`config.mk`:
```
export PLATFORM = sky130hd
export DESIGN_NAME = utc_datetime_to_epoch_top_flat
export DESIGN_NICKNAME = d
export VERILOG_FILES = /design/src/sv/utce_pkg.sv /design/src/sv/utce_ifs.sv /design/src/sv/utc_datetime_to_epoch_top.sv /design/src/flat_wrapper.sv
export VERILOG_INCLUDE_DIRS = /design/src /design/src/sv
export SDC_FILE = /design/constraint.sdc
export NUM_CORES = 1
export LEC_CHECK = 0
export CORE_MARGIN = 3
export CORE_UTILIZATION = 55
export DETAILED_ROUTE_END_ITERATION = 6
export DONT_BUFFER_PORTS = 1
export HOLD_SLACK_MARGIN = 0.05
export PLACE_DENSITY = 0.7
export SETUP_SLACK_MARGIN = 0.5
export SYNTH_ARGS = -nofsm -noshare
export SYNTH_HDL_FRONTEND = slang
export SYNTH_SLANG_ARGS = --single-unit
```
`constraint.sdc`:
```
create_clock -name clk -period 11.55 [get_ports clk]
set_clock_uncertainty 0.05 [all_clocks]
set_input_delay 0.5775 -clock clk [delete_from_list [all_inputs] [get_ports clk]]
set_output_delay 0.5775 -clock clk [all_outputs]
set_load 0.01 [all_outputs]
```
`src/sv/assert_macros.svh`:
```
// Assertion helpers shared by the RTL.
`ifndef ASSERT_MACROS_SVH
`define ASSERT_MACROS_SVH

`ifndef ASSERT_OFF
// Same-cycle implication, gated by the synchronous reset.
`define ASSERT_IMPL(lbl, clk, rst_n, ante, cons) \
  lbl: assert property (@(posedge clk) disable iff (!rst_n) (ante) |-> (cons)) \
    else $error("implication check failed");
// Next-cycle implication, gated by the synchronous reset.
`define ASSERT_NEXT(lbl, clk, rst_n, ante, cons) \
  lbl: assert property (@(posedge clk) disable iff (!rst_n) (ante) |=> (cons)) \
    else $error("next-cycle check failed");
`else
`define ASSERT_IMPL(lbl, clk, rst_n, ante, cons)
`define ASSERT_NEXT(lbl, clk, rst_n, ante, cons)
`endif

`endif

```
`src/sv/utce_pkg.sv`:
```
`timescale 1ns / 1ps
package utce_pkg;

  // Field widths
  localparam int YEAR_W   = 12;
  localparam int MONTH_W  = 4;
  localparam int DAY_W    = 5;
  localparam int HOUR_W   = 5;
  localparam int MINUTE_W = 6;
  localparam int SECOND_W = 6;
  localparam int EPOCH_W  = 32;

  // Configuration port
  localparam int CFG_AW = 3;
  localparam int CFG_DW = 32;
  localparam logic REG_MIN_YEAR = 1'b0;  // register index, taken from paddr[2]

  // Calendar constants
  localparam logic [YEAR_W-1:0] EPOCH_YEAR     = 12'd1970;
  localparam logic [YEAR_W-1:0] LAST_YEAR      = 12'd2106;  // later years overflow 32 bits
  localparam logic [YEAR_W-1:0] SKIP_LEAP_YEAR = 12'd2100;  // only century non-leap in range
  localparam logic [YEAR_W-1:0] MIN_YEAR_RST   = 12'd1970;
  localparam logic [9:0]        LEAPS_BASE     = 10'd492;   // 1969 / 4

  // Days in month, index is month - 1 (February as non-leap)
  function automatic logic [DAY_W-1:0] month_len(input logic [MONTH_W-1:0] mi);
    logic [DAY_W-1:0] len;
    case (mi)
      4'd1:                      len = 5'd28;
      4'd3, 4'd5, 4'd8, 4'd10:   len = 5'd30;
      default:                   len = 5'd31;
    endcase
    return len;
  endfunction

  // Days before the first of the month, index is month - 1
  function automatic logic [8:0] cum_days(input logic [MONTH_W-1:0] mi);
    logic [8:0] d;
    case (mi)
      4'd0:    d = 9'd0;
      4'd1:    d = 9'd31;
      4'd2:    d = 9'd59;
      4'd3:    d = 9'd90;
      4'd4:    d = 9'd120;
      4'd5:    d = 9'd151;
      4'd6:    d = 9'd181;
      4'd7:    d = 9'd212;
      4'd8:    d = 9'd243;
      4'd9:    d = 9'd273;
      4'd10:   d = 9'd304;
      4'd11:   d = 9'd334;
      default: d = 9'd0;
    endcase
    return d;
  endfunction

endpackage

```
`src/sv/utce_ifs.sv`:
```
`timescale 1ns / 1ps
// Date/time input channel
interface utce_in_if;
  import utce_pkg::*;
  logic                valid;
  logic                ready;
  logic [YEAR_W-1:0]   year;
  logic [MONTH_W-1:0]  month;
  logic [DAY_W-1:0]    day;
  logic [HOUR_W-1:0]   hour;
  logic [MINUTE_W-1:0] minute;
  logic [SECOND_W-1:0] second;

  modport source (output valid, year, month, day, hour, minute, second, input ready);
  modport sink   (input valid, year, month, day, hour, minute, second, output ready);
endinterface

// Epoch result channel
interface utce_out_if;
  import utce_pkg::*;
  logic               valid;
  logic               ready;
  logic               valid_res;
  logic [EPOCH_W-1:0] epoch_seconds;

  modport source (output valid, valid_res, epoch_seconds, input ready);
  modport sink   (input valid, valid_res, epoch_seconds, output ready);
endinterface

```
`src/sv/utc_datetime_to_epoch_top.sv`:
```
`timescale 1ns / 1ps
// UTC date/time to Unix epoch seconds.
//
// in_ch carries one item per handshake: year, month, day, hour, minute,
// second. out_ch returns one item per input item, in order: valid_res and
// epoch_seconds (zero when the item is rejected). An item is rejected for a
// year below minimum_year or 1970 or above 2106, any calendar field out of range, or a
// count above 2^32-1.
// The datapath is a four-stage pipeline: field checks and day-of-year,
// day count and time of day, multiply by 86400, final add and range check.
// An accepted item's result moves through the stage 1 to 4 registers to out_ch;
// one item per cycle is sustained while out_ch is ready; every stage advances each cycle.
// Each stage holds its item while the next one is full and stalled, so a
// stall on out_ch backs up stage by stage; bubbles still fill up.
// Reset (rst_n low, synchronous) empties the pipeline and sets minimum_year
// to 1970. minimum_year sits at cfg address 0; the user must write it over APB
// only while the block is idle, which the block itself does not enforce; pready is always high.
module utc_datetime_to_epoch_top (
  input  logic                         clk,
  input  logic                         rst_n,
  utce_in_if.sink                      in_ch,
  utce_out_if.source                   out_ch,
  input  logic                         cfg_psel,
  input  logic                         cfg_penable,
  input  logic                         cfg_pwrite,
  input  logic [utce_pkg::CFG_AW-1:0]  cfg_paddr,
  input  logic [utce_pkg::CFG_DW-1:0]  cfg_pwdata,
  output logic [utce_pkg::CFG_DW-1:0]  cfg_prdata,
  output logic                         cfg_pready
);
  import utce_pkg::*;
  `include "assert_macros.svh"

  // ---------------- configuration ----------------
  logic [YEAR_W-1:0] min_year_r;
  logic              cfg_wr;

  assign cfg_pready = 1'b1;
  assign cfg_wr     = cfg_psel && cfg_penable && cfg_pwrite && (cfg_paddr[2] == REG_MIN_YEAR);

  always_ff @(posedge clk) begin
    if (!rst_n) begin
      min_year_r <= MIN_YEAR_RST;
    end else if (cfg_wr) begin
      min_year_r <= cfg_pwdata[YEAR_W-1:0];
    end
  end

  always_comb begin
    cfg_prdata = '0;
    if (cfg_paddr[2] == REG_MIN_YEAR) begin
      cfg_prdata = {{(CFG_DW-YEAR_W){1'b0}}, min_year_r};
    end
  end

  // ---------------- stage valids and flow control ----------------
  logic s1_v_r, s2_v_r, s3_v_r, s4_v_r;
  logic rdy1, rdy2, rdy3, rdy4;

  assign rdy4 = !s4_v_r || out_ch.ready;
  assign rdy3 = !s3_v_r || rdy4;
  assign rdy2 = !s2_v_r || rdy3;
  assign rdy1 = !s1_v_r || rdy2;
  assign in_ch.ready = rdy1;

  always_ff @(posedge clk) begin
    if (!rst_n) begin
      s1_v_r <= 1'b0;
      s2_v_r <= 1'b0;
      s3_v_r <= 1'b0;
      s4_v_r <= 1'b0;
    end else begin
      if (rdy1) s1_v_r <= in_ch.valid;
      if (rdy2) s2_v_r <= s1_v_r;
      if (rdy3) s3_v_r <= s2_v_r;
      if (rdy4) s4_v_r <= s3_v_r;
    end
  end

  // ---------------- stage 1: checks, year offset, leap count, day of year ----------------
  logic                year_ok, mon_ok, time_ok, day_ok, leap;
  logic [MONTH_W-1:0]  mi;
  logic [DAY_W-1:0]    mlen;
  logic [YEAR_W-1:0]   yr_off, yr_m1;
  logic [9:0]          leaps_full;
  logic [8:0]          doy_nxt;

  logic                s1_ok_r;
  logic [7:0]          s1_dy_r;
  logic [5:0]          s1_leaps_r;
  logic [8:0]          s1_doy_r;
  logic [HOUR_W-1:0]   s1_hour_r;
  logic [MINUTE_W-1:0] s1_min_r;
  logic [SECOND_W-1:0] s1_sec_r;

  always_comb begin
    year_ok = (in_ch.year >= min_year_r) && (in_ch.year >= EPOCH_YEAR) &&
              (in_ch.year <= LAST_YEAR);
    mon_ok  = (in_ch.month >= 4'd1) && (in_ch.month <= 4'd12);
    time_ok = (in_ch.hour <= 5'd23) && (in_ch.minute <= 6'd59) && (in_ch.second <= 6'd59);
    // within 1970..2106 only 2100 breaks the every-fourth-year rule
    leap    = (in_ch.year[1:0] == 2'b00) && (in_ch.year != SKIP_LEAP_YEAR);
    mi      = in_ch.month - 4'd1;
    mlen    = (mi == 4'd1 && leap) ? 5'd29 : month_len(mi);
    day_ok  = (in_ch.day >= 5'd1) && (in_ch.day <= mlen);
    yr_off  = in_ch.year - EPOCH_YEAR;
    yr_m1   = in_ch.year - 12'd1;
    // leap years in [1970, year-1]
    leaps_full = yr_m1[YEAR_W-1:2] - LEAPS_BASE - {9'd0, (in_ch.year > SKIP_LEAP_YEAR)};
    doy_nxt = cum_days(mi) + {8'd0, (mi >= 4'd2) && leap} + {4'd0, in_ch.day} - 9'd1;
  end

  always_ff @(posedge clk) begin
    if (rdy1 && in_ch.valid) begin
      s1_ok_r    <= year_ok && mon_ok && time_ok && day_ok;
      s1_dy_r    <= yr_off[7:0];
      s1_leaps_r <= leaps_full[5:0];
      s1_doy_r   <= doy_nxt;
      s1_hour_r  <= in_ch.hour;
      s1_min_r   <= in_ch.minute;
      s1_sec_r   <= in_ch.second;
    end
  end

  // ---------------- stage 2: day count and time of day ----------------
  logic        s2_ok_r;
  logic [15:0] s2_days_r;
  logic [16:0] s2_tod_r;

  always_ff @(posedge clk) begin
    if (rdy2 && s1_v_r) begin
      s2_ok_r   <= s1_ok_r;
      s2_days_r <= {8'd0, s1_dy_r} * 16'd365 + {10'd0, s1_leaps_r} + {7'd0, s1_doy_r};
      s2_tod_r  <= {12'd0, s1_hour_r} * 17'd3600 + {11'd0, s1_min_r} * 17'd60 +
                   {11'd0, s1_sec_r};
    end
  end

  // ---------------- stage 3: days to seconds ----------------
  logic        s3_ok_r;
  logic [32:0] s3_prod_r;
  logic [16:0] s3_tod_r;

  always_ff @(posedge clk) begin
    if (rdy3 && s2_v_r) begin
      s3_ok_r   <= s2_ok_r;
      s3_prod_r <= {17'd0, s2_days_r} * 33'd86400;
      s3_tod_r  <= s2_tod_r;
    end
  end

  // ---------------- stage 4: final add, 32-bit range check, output ----------------
  logic [33:0]        sum;
  logic               res_ok;
  logic               s4_res_r;
  logic [EPOCH_W-1:0] s4_epoch_r;

  assign sum    = {1'b0, s3_prod_r} + {17'd0, s3_tod_r};
  assign res_ok = s3_ok_r && (sum[33:32] == 2'b00);

  always_ff @(posedge clk) begin
    if (rdy4 && s3_v_r) begin
      s4_res_r   <= res_ok;
      s4_epoch_r <= res_ok ? sum[EPOCH_W-1:0] : '0;
    end
  end

  assign out_ch.valid         = s4_v_r;
  assign out_ch.valid_res     = s4_res_r;
  assign out_ch.epoch_seconds = s4_epoch_r;

  // ---------------- assertions ----------------
  `ASSERT_IMPL(a_reject_zero, clk, rst_n, s4_v_r && !s4_res_r, s4_epoch_r == '0)
  `ASSERT_IMPL(a_empty_out_ready, clk, rst_n, !s4_v_r, in_ch.ready)
  `ASSERT_NEXT(a_s1_hold, clk, rst_n, s1_v_r && !rdy2, s1_v_r)
  `ASSERT_NEXT(a_s3_hold, clk, rst_n, s3_v_r && !rdy4, s3_v_r && $stable(s3_prod_r))

endmodule
```
`src/flat_wrapper.sv`:
```
// flat-port wrapper written by rule: the top's interface ports become plain ports
module utc_datetime_to_epoch_top_flat import utce_pkg::*;
  (clk, rst_n, cfg_psel, cfg_penable, cfg_pwrite, cfg_paddr, cfg_pwdata, cfg_prdata, cfg_pready, in_ch_valid, in_ch_year, in_ch_month, in_ch_day, in_ch_hour, in_ch_minute, in_ch_second, in_ch_ready, out_ch_valid, out_ch_valid_res, out_ch_epoch_seconds, out_ch_ready);
  utce_in_if in_ch_i ();
  utce_out_if out_ch_i ();
  input  logic clk;
  input  logic rst_n;
  input  logic cfg_psel;
  input  logic cfg_penable;
  input  logic cfg_pwrite;
  input  logic [utce_pkg::CFG_AW-1:0] cfg_paddr;
  input  logic [utce_pkg::CFG_DW-1:0] cfg_pwdata;
  output logic [utce_pkg::CFG_DW-1:0] cfg_prdata;
  output logic cfg_pready;
  input wire logic [$bits(in_ch_i.valid)-1:0] in_ch_valid;
  input wire logic [$bits(in_ch_i.year)-1:0] in_ch_year;
  input wire logic [$bits(in_ch_i.month)-1:0] in_ch_month;
  input wire logic [$bits(in_ch_i.day)-1:0] in_ch_day;
  input wire logic [$bits(in_ch_i.hour)-1:0] in_ch_hour;
  input wire logic [$bits(in_ch_i.minute)-1:0] in_ch_minute;
  input wire logic [$bits(in_ch_i.second)-1:0] in_ch_second;
  output wire logic [$bits(in_ch_i.ready)-1:0] in_ch_ready;
  output wire logic [$bits(out_ch_i.valid)-1:0] out_ch_valid;
  output wire logic [$bits(out_ch_i.valid_res)-1:0] out_ch_valid_res;
  output wire logic [$bits(out_ch_i.epoch_seconds)-1:0] out_ch_epoch_seconds;
  input wire logic [$bits(out_ch_i.ready)-1:0] out_ch_ready;
  assign in_ch_i.valid = in_ch_valid;
  assign in_ch_i.year = in_ch_year;
  assign in_ch_i.month = in_ch_month;
  assign in_ch_i.day = in_ch_day;
  assign in_ch_i.hour = in_ch_hour;
  assign in_ch_i.minute = in_ch_minute;
  assign in_ch_i.second = in_ch_second;
  assign in_ch_ready = in_ch_i.ready;
  assign out_ch_valid = out_ch_i.valid;
  assign out_ch_valid_res = out_ch_i.valid_res;
  assign out_ch_epoch_seconds = out_ch_i.epoch_seconds;
  assign out_ch_i.ready = out_ch_ready;
  utc_datetime_to_epoch_top u_core (.clk(clk), .rst_n(rst_n), .in_ch(in_ch_i), .out_ch(out_ch_i), .cfg_psel(cfg_psel), .cfg_penable(cfg_penable), .cfg_pwrite(cfg_pwrite), .cfg_paddr(cfg_paddr), .cfg_pwdata(cfg_pwdata), .cfg_prdata(cfg_prdata), .cfg_pready(cfg_pready));
endmodule
```
==> flow_metrics.env <==
export IMPL_async_flop_share_pct=0
export IMPL_drt_iter0_drc=438
export IMPL_die_area_um2=27700
export IMPL_wire_per_inst_um=14.9
export IMPL_tightest_slew_ps=1040
export IMPL_worst_endpoint_required_ps=11680
export IMPL_worstPathMaxFanout=5
export IMPL_die_h_um=166
export IMPL_start_util_pct=56.0
export IMPL_cts_htree_levels=4
export IMPL_grt_pass1_vias=8856
export IMPL_timing_rr_start="u_core.s2_days_r[5]"
export IMPL_cap_violations=0
export IMPL_clock_sinks=168
export IMPL_n_antenna_cell=0
export IMPL_holdWs_ps=168
export IMPL_grt_use_total_pct=18.4
export IMPL_first_pass_iters=5
export IMPL_hpwl_um=19900
export IMPL_use_met2_pct=32.4
export IMPL_wl_um=24700
export IMPL_cts_tree="done"
export IMPL_cts_root_buf="clkbuf_16"
export IMPL_grt_use_met1_pct=23.1
export IMPL_max_freq_mhz=201
export IMPL_met3_usage_pct=3.18
export IMPL_yosysUniqueCellTypes=68
export IMPL_clkLatencyLatePin_ps=440
export IMPL_relSlewSlack_pct=30.6
export IMPL_hold_viol_final=0
export IMPL_outcome="complete, no violations"
export IMPL_cts_setup_buffers=0
export IMPL_worstSetupStartpoint="u_core.s2_days_r[5]"
export IMPL_hold_class="primary input to flip-flop"
export IMPL_cts_made_buffers=17
export IMPL_synth_edf_count=152
export IMPL_syn_inst=1312
export IMPL_grt_overflow=0
export IMPL_worstSetupPathType="flip-flop to flip-flop"
export IMPL_grt_pass1_wl_um=41800
export IMPL_critPathArrivalTime_ps=5120
export IMPL_design_area_um2=15100
export IMPL_grt_start_max_net_pins=45
export IMPL_crit_path_start_kind="flip-flop"
export IMPL_die_w_um=166
export IMPL_rows=58
export IMPL_final_layout_size_suffix_gt1_share_pct=4.59
export IMPL_final_max_slew_viol_count=0
export IMPL_io_pins=148
export IMPL_layout_worst_path_cycle_share_pct=43.2
export IMPL_setup_viol=0
export IMPL_setup_tns_ps=0
export IMPL_min_from="rst_n"
export IMPL_via_count=8770
export IMPL_io_buffers=0
export IMPL_cts_buffer_depth=2
export IMPL_synth_warnings=0
export IMPL_antenna_found_initial=0
export IMPL_fin_crit_ps=4980
export IMPL_crit_path_end_kind="flip-flop"
export IMPL_synthesis_area_um2=14200
export IMPL_ys_flop_type="edfxtp_1"
export IMPL_post_cts_resized=0
export IMPL_nNetsFinal=1722
export IMPL_yosysSeqAreaShare_pct=34.5
export IMPL_fillCellCount=2082
export IMPL_ant_nets=0
export IMPL_path_clk_slew_ps=80
export IMPL_ys_ff_latch=168
export IMPL_drc=0
export IMPL_synthToLayoutAreaGrowth_pct=6.52
export IMPL_grt_busiest_layer="met2"
export IMPL_postCtsHoldBufs=0
export IMPL_avgSynthCellArea_um2=10.8
export IMPL_placedInstanceArea_um2=14500
export IMPL_viasPerCell=5.29
export IMPL_rsz0062_at_grt="no"
export IMPL_place_congestion=0.890
export IMPL_core_area_um2=25300
[placed cells by master (no fill, tap or decap), types with 3 or more instances in the layout]
cell,n
or3_1,7
inv_1,230
nor3_1,12
a31oi_1,9
dfxtp_1,16
nand2b_1,9
nand2_1,50
clkbuf_16,17
nor2_1,58
o21ai_1,3
xnor2_1,61
o31ai_1,5
ha_1,247
inv_6,4
o21bai_1,12
nand3_1,18
and2_1,3
nor2b_1,15
o211ai_1,10
and3_1,11
xor2_1,40
conb_1,21
nor4_1,3
edfxtp_1,152
a21boi_0,9
a211oi_1,8
nand4_1,7
a21oi_1,68
a21o_1,27
inv_8,4
o21ai_0,35
nor2_2,9
fa_1,79
o21a_1,12
[path summary, 6_finish.rpt]
path / slack [ps] / depth (start not counted) / end
setup / recovery: 6570 / 15 / u_core.s3_prod_r[32]
hold / removal: 170 / 1 / u_core.min_year_r[4]
setup reg to reg: 6570 / 15 / u_core.s3_prod_r[32]
hold reg to reg: 370 / 0 / u_core.s3_tod_r[5]
[stage by stage]
stage | cells | setup WS (ps) | utilization, %
5_1_grt | 1659 | 6320 | 59.7
3_3_place_gp | 1627 | 6660 | 57.3
6_report | 1659 | 6570 | 59.7
2_1_floorplan | 1331 | 7110 | -
4_1_cts | 1659 | 6620 | 59.7
3_5_place_dp | 1627 | 6620 | 57.3
[metal layers]
metal	routed length (µm)	up-vias	part of all wire (%)
li1	-	4467	-
met1	11000	4108	45
met2	12400	161	50
met3	765	34	3.1
met4	474	0	1.9
met5	0	-	0
[logic make-up (layout without fill, tap and decap cells)]
kind of cell    after synthesis  count (layout)  share of synthesized area, %
compound gates              226             226                          10.4
flops                       168             168                          34.5
mux                           2               2                         0.141
fa+ha+maj                   326             326                          33.0
xor+xnor                    101             101                          6.25
simple gates                220             220                          7.84
buf+inv                     267             265                          7.82
other cells                   2              21                        0.0531
[Yosys cell counts (all sizes together), types with 2 or more instances]
master | instances | area share, %
ha | 247 | 22
buf | 24 | 1.4
o21ai | 39 | 1.4
or3 | 7 | 0.31
nand2b | 9 | 0.40
o2111ai | 2 | 0.12
and4 | 2 | 0.12
nor3 | 13 | 0.50
a21boi | 10 | 0.53
a31o | 2 | 0.12
xor2 | 40 | 2.5
inv | 231 | 6.1
or4 | 2 | 0.11
fa | 79 | 11
a211o | 2 | 0.12
a22oi | 2 | 0.11
xnor2 | 61 | 3.8
nand4b | 2 | 0.12
o21a | 12 | 0.64
and2 | 5 | 0.24
a211oi | 9 | 0.57
nor2 | 67 | 1.9
a21oi | 69 | 2.5
o211ai | 10 | 0.53
clkbuf | 12 | 0.32
nand3 | 18 | 0.64
o311a | 2 | 0.14
nor3b | 3 | 0.19
o22ai | 2 | 0.088
edfxtp | 152 | 32
mux2i | 2 | 0.14
nor2b | 17 | 0.75
nand4 | 8 | 0.40
and3 | 11 | 0.49
a31oi | 13 | 0.66
conb | 2 | 0.053
nand2 | 50 | 1.3
a21o | 27 | 1.4
nor4 | 3 | 0.13
o31ai | 5 | 0.27
o21bai | 12 | 0.64
dfxtp | 16 | 2.3
[layout make-up]
class | instances | area, µm² | area share [%]
Clock buffer | 17 | 425 | 2.82
Multi-Input combinational cell | 896 | 8290 | 55.0
Clock inverter | 15 | 181 | 1.20
Tap cell | 330 | 413 | 2.74
Sequential cell | 168 | 4880 | 32.4
Inverter | 231 | 867 | 5.75
Timing Repair Buffer | 2 | 15.0 | 0.0996
[critical path, cell delays in order, from the launching register on]
cell	delay, ps
edfxtp_1	490
ha_1	360
fa_1	540
fa_1	420
ha_1	290
inv_1	50
fa_1	490
inv_1	40
ha_1	360
a21oi_1	210
nor2_1	70
a221oi_1	360
nand3_1	220
o31ai_1	440
o21ai_0	190
xnor2_1	160
[flip-flops by register name, indices dropped and copies added, names as in the netlist, 5 cells and up]
name,cells
u_core.min_year_r,12
u_core.s1_doy_r,9
u_core.s3_prod_r,26
u_core.s1_dy_r,8
u_core.s1_leaps_r,6
u_core.s3_tod_r,17
u_core.s1_sec_r,6
u_core.s1_hour_r,5
u_core.s1_min_r,6
u_core.out_ch.epoch_seconds,32
u_core.s2_days_r,16
u_core.s2_tod_r,17
Power is not shown: default switching activity piles up to over one toggle a cycle in this logic, so the estimate is an artifact.
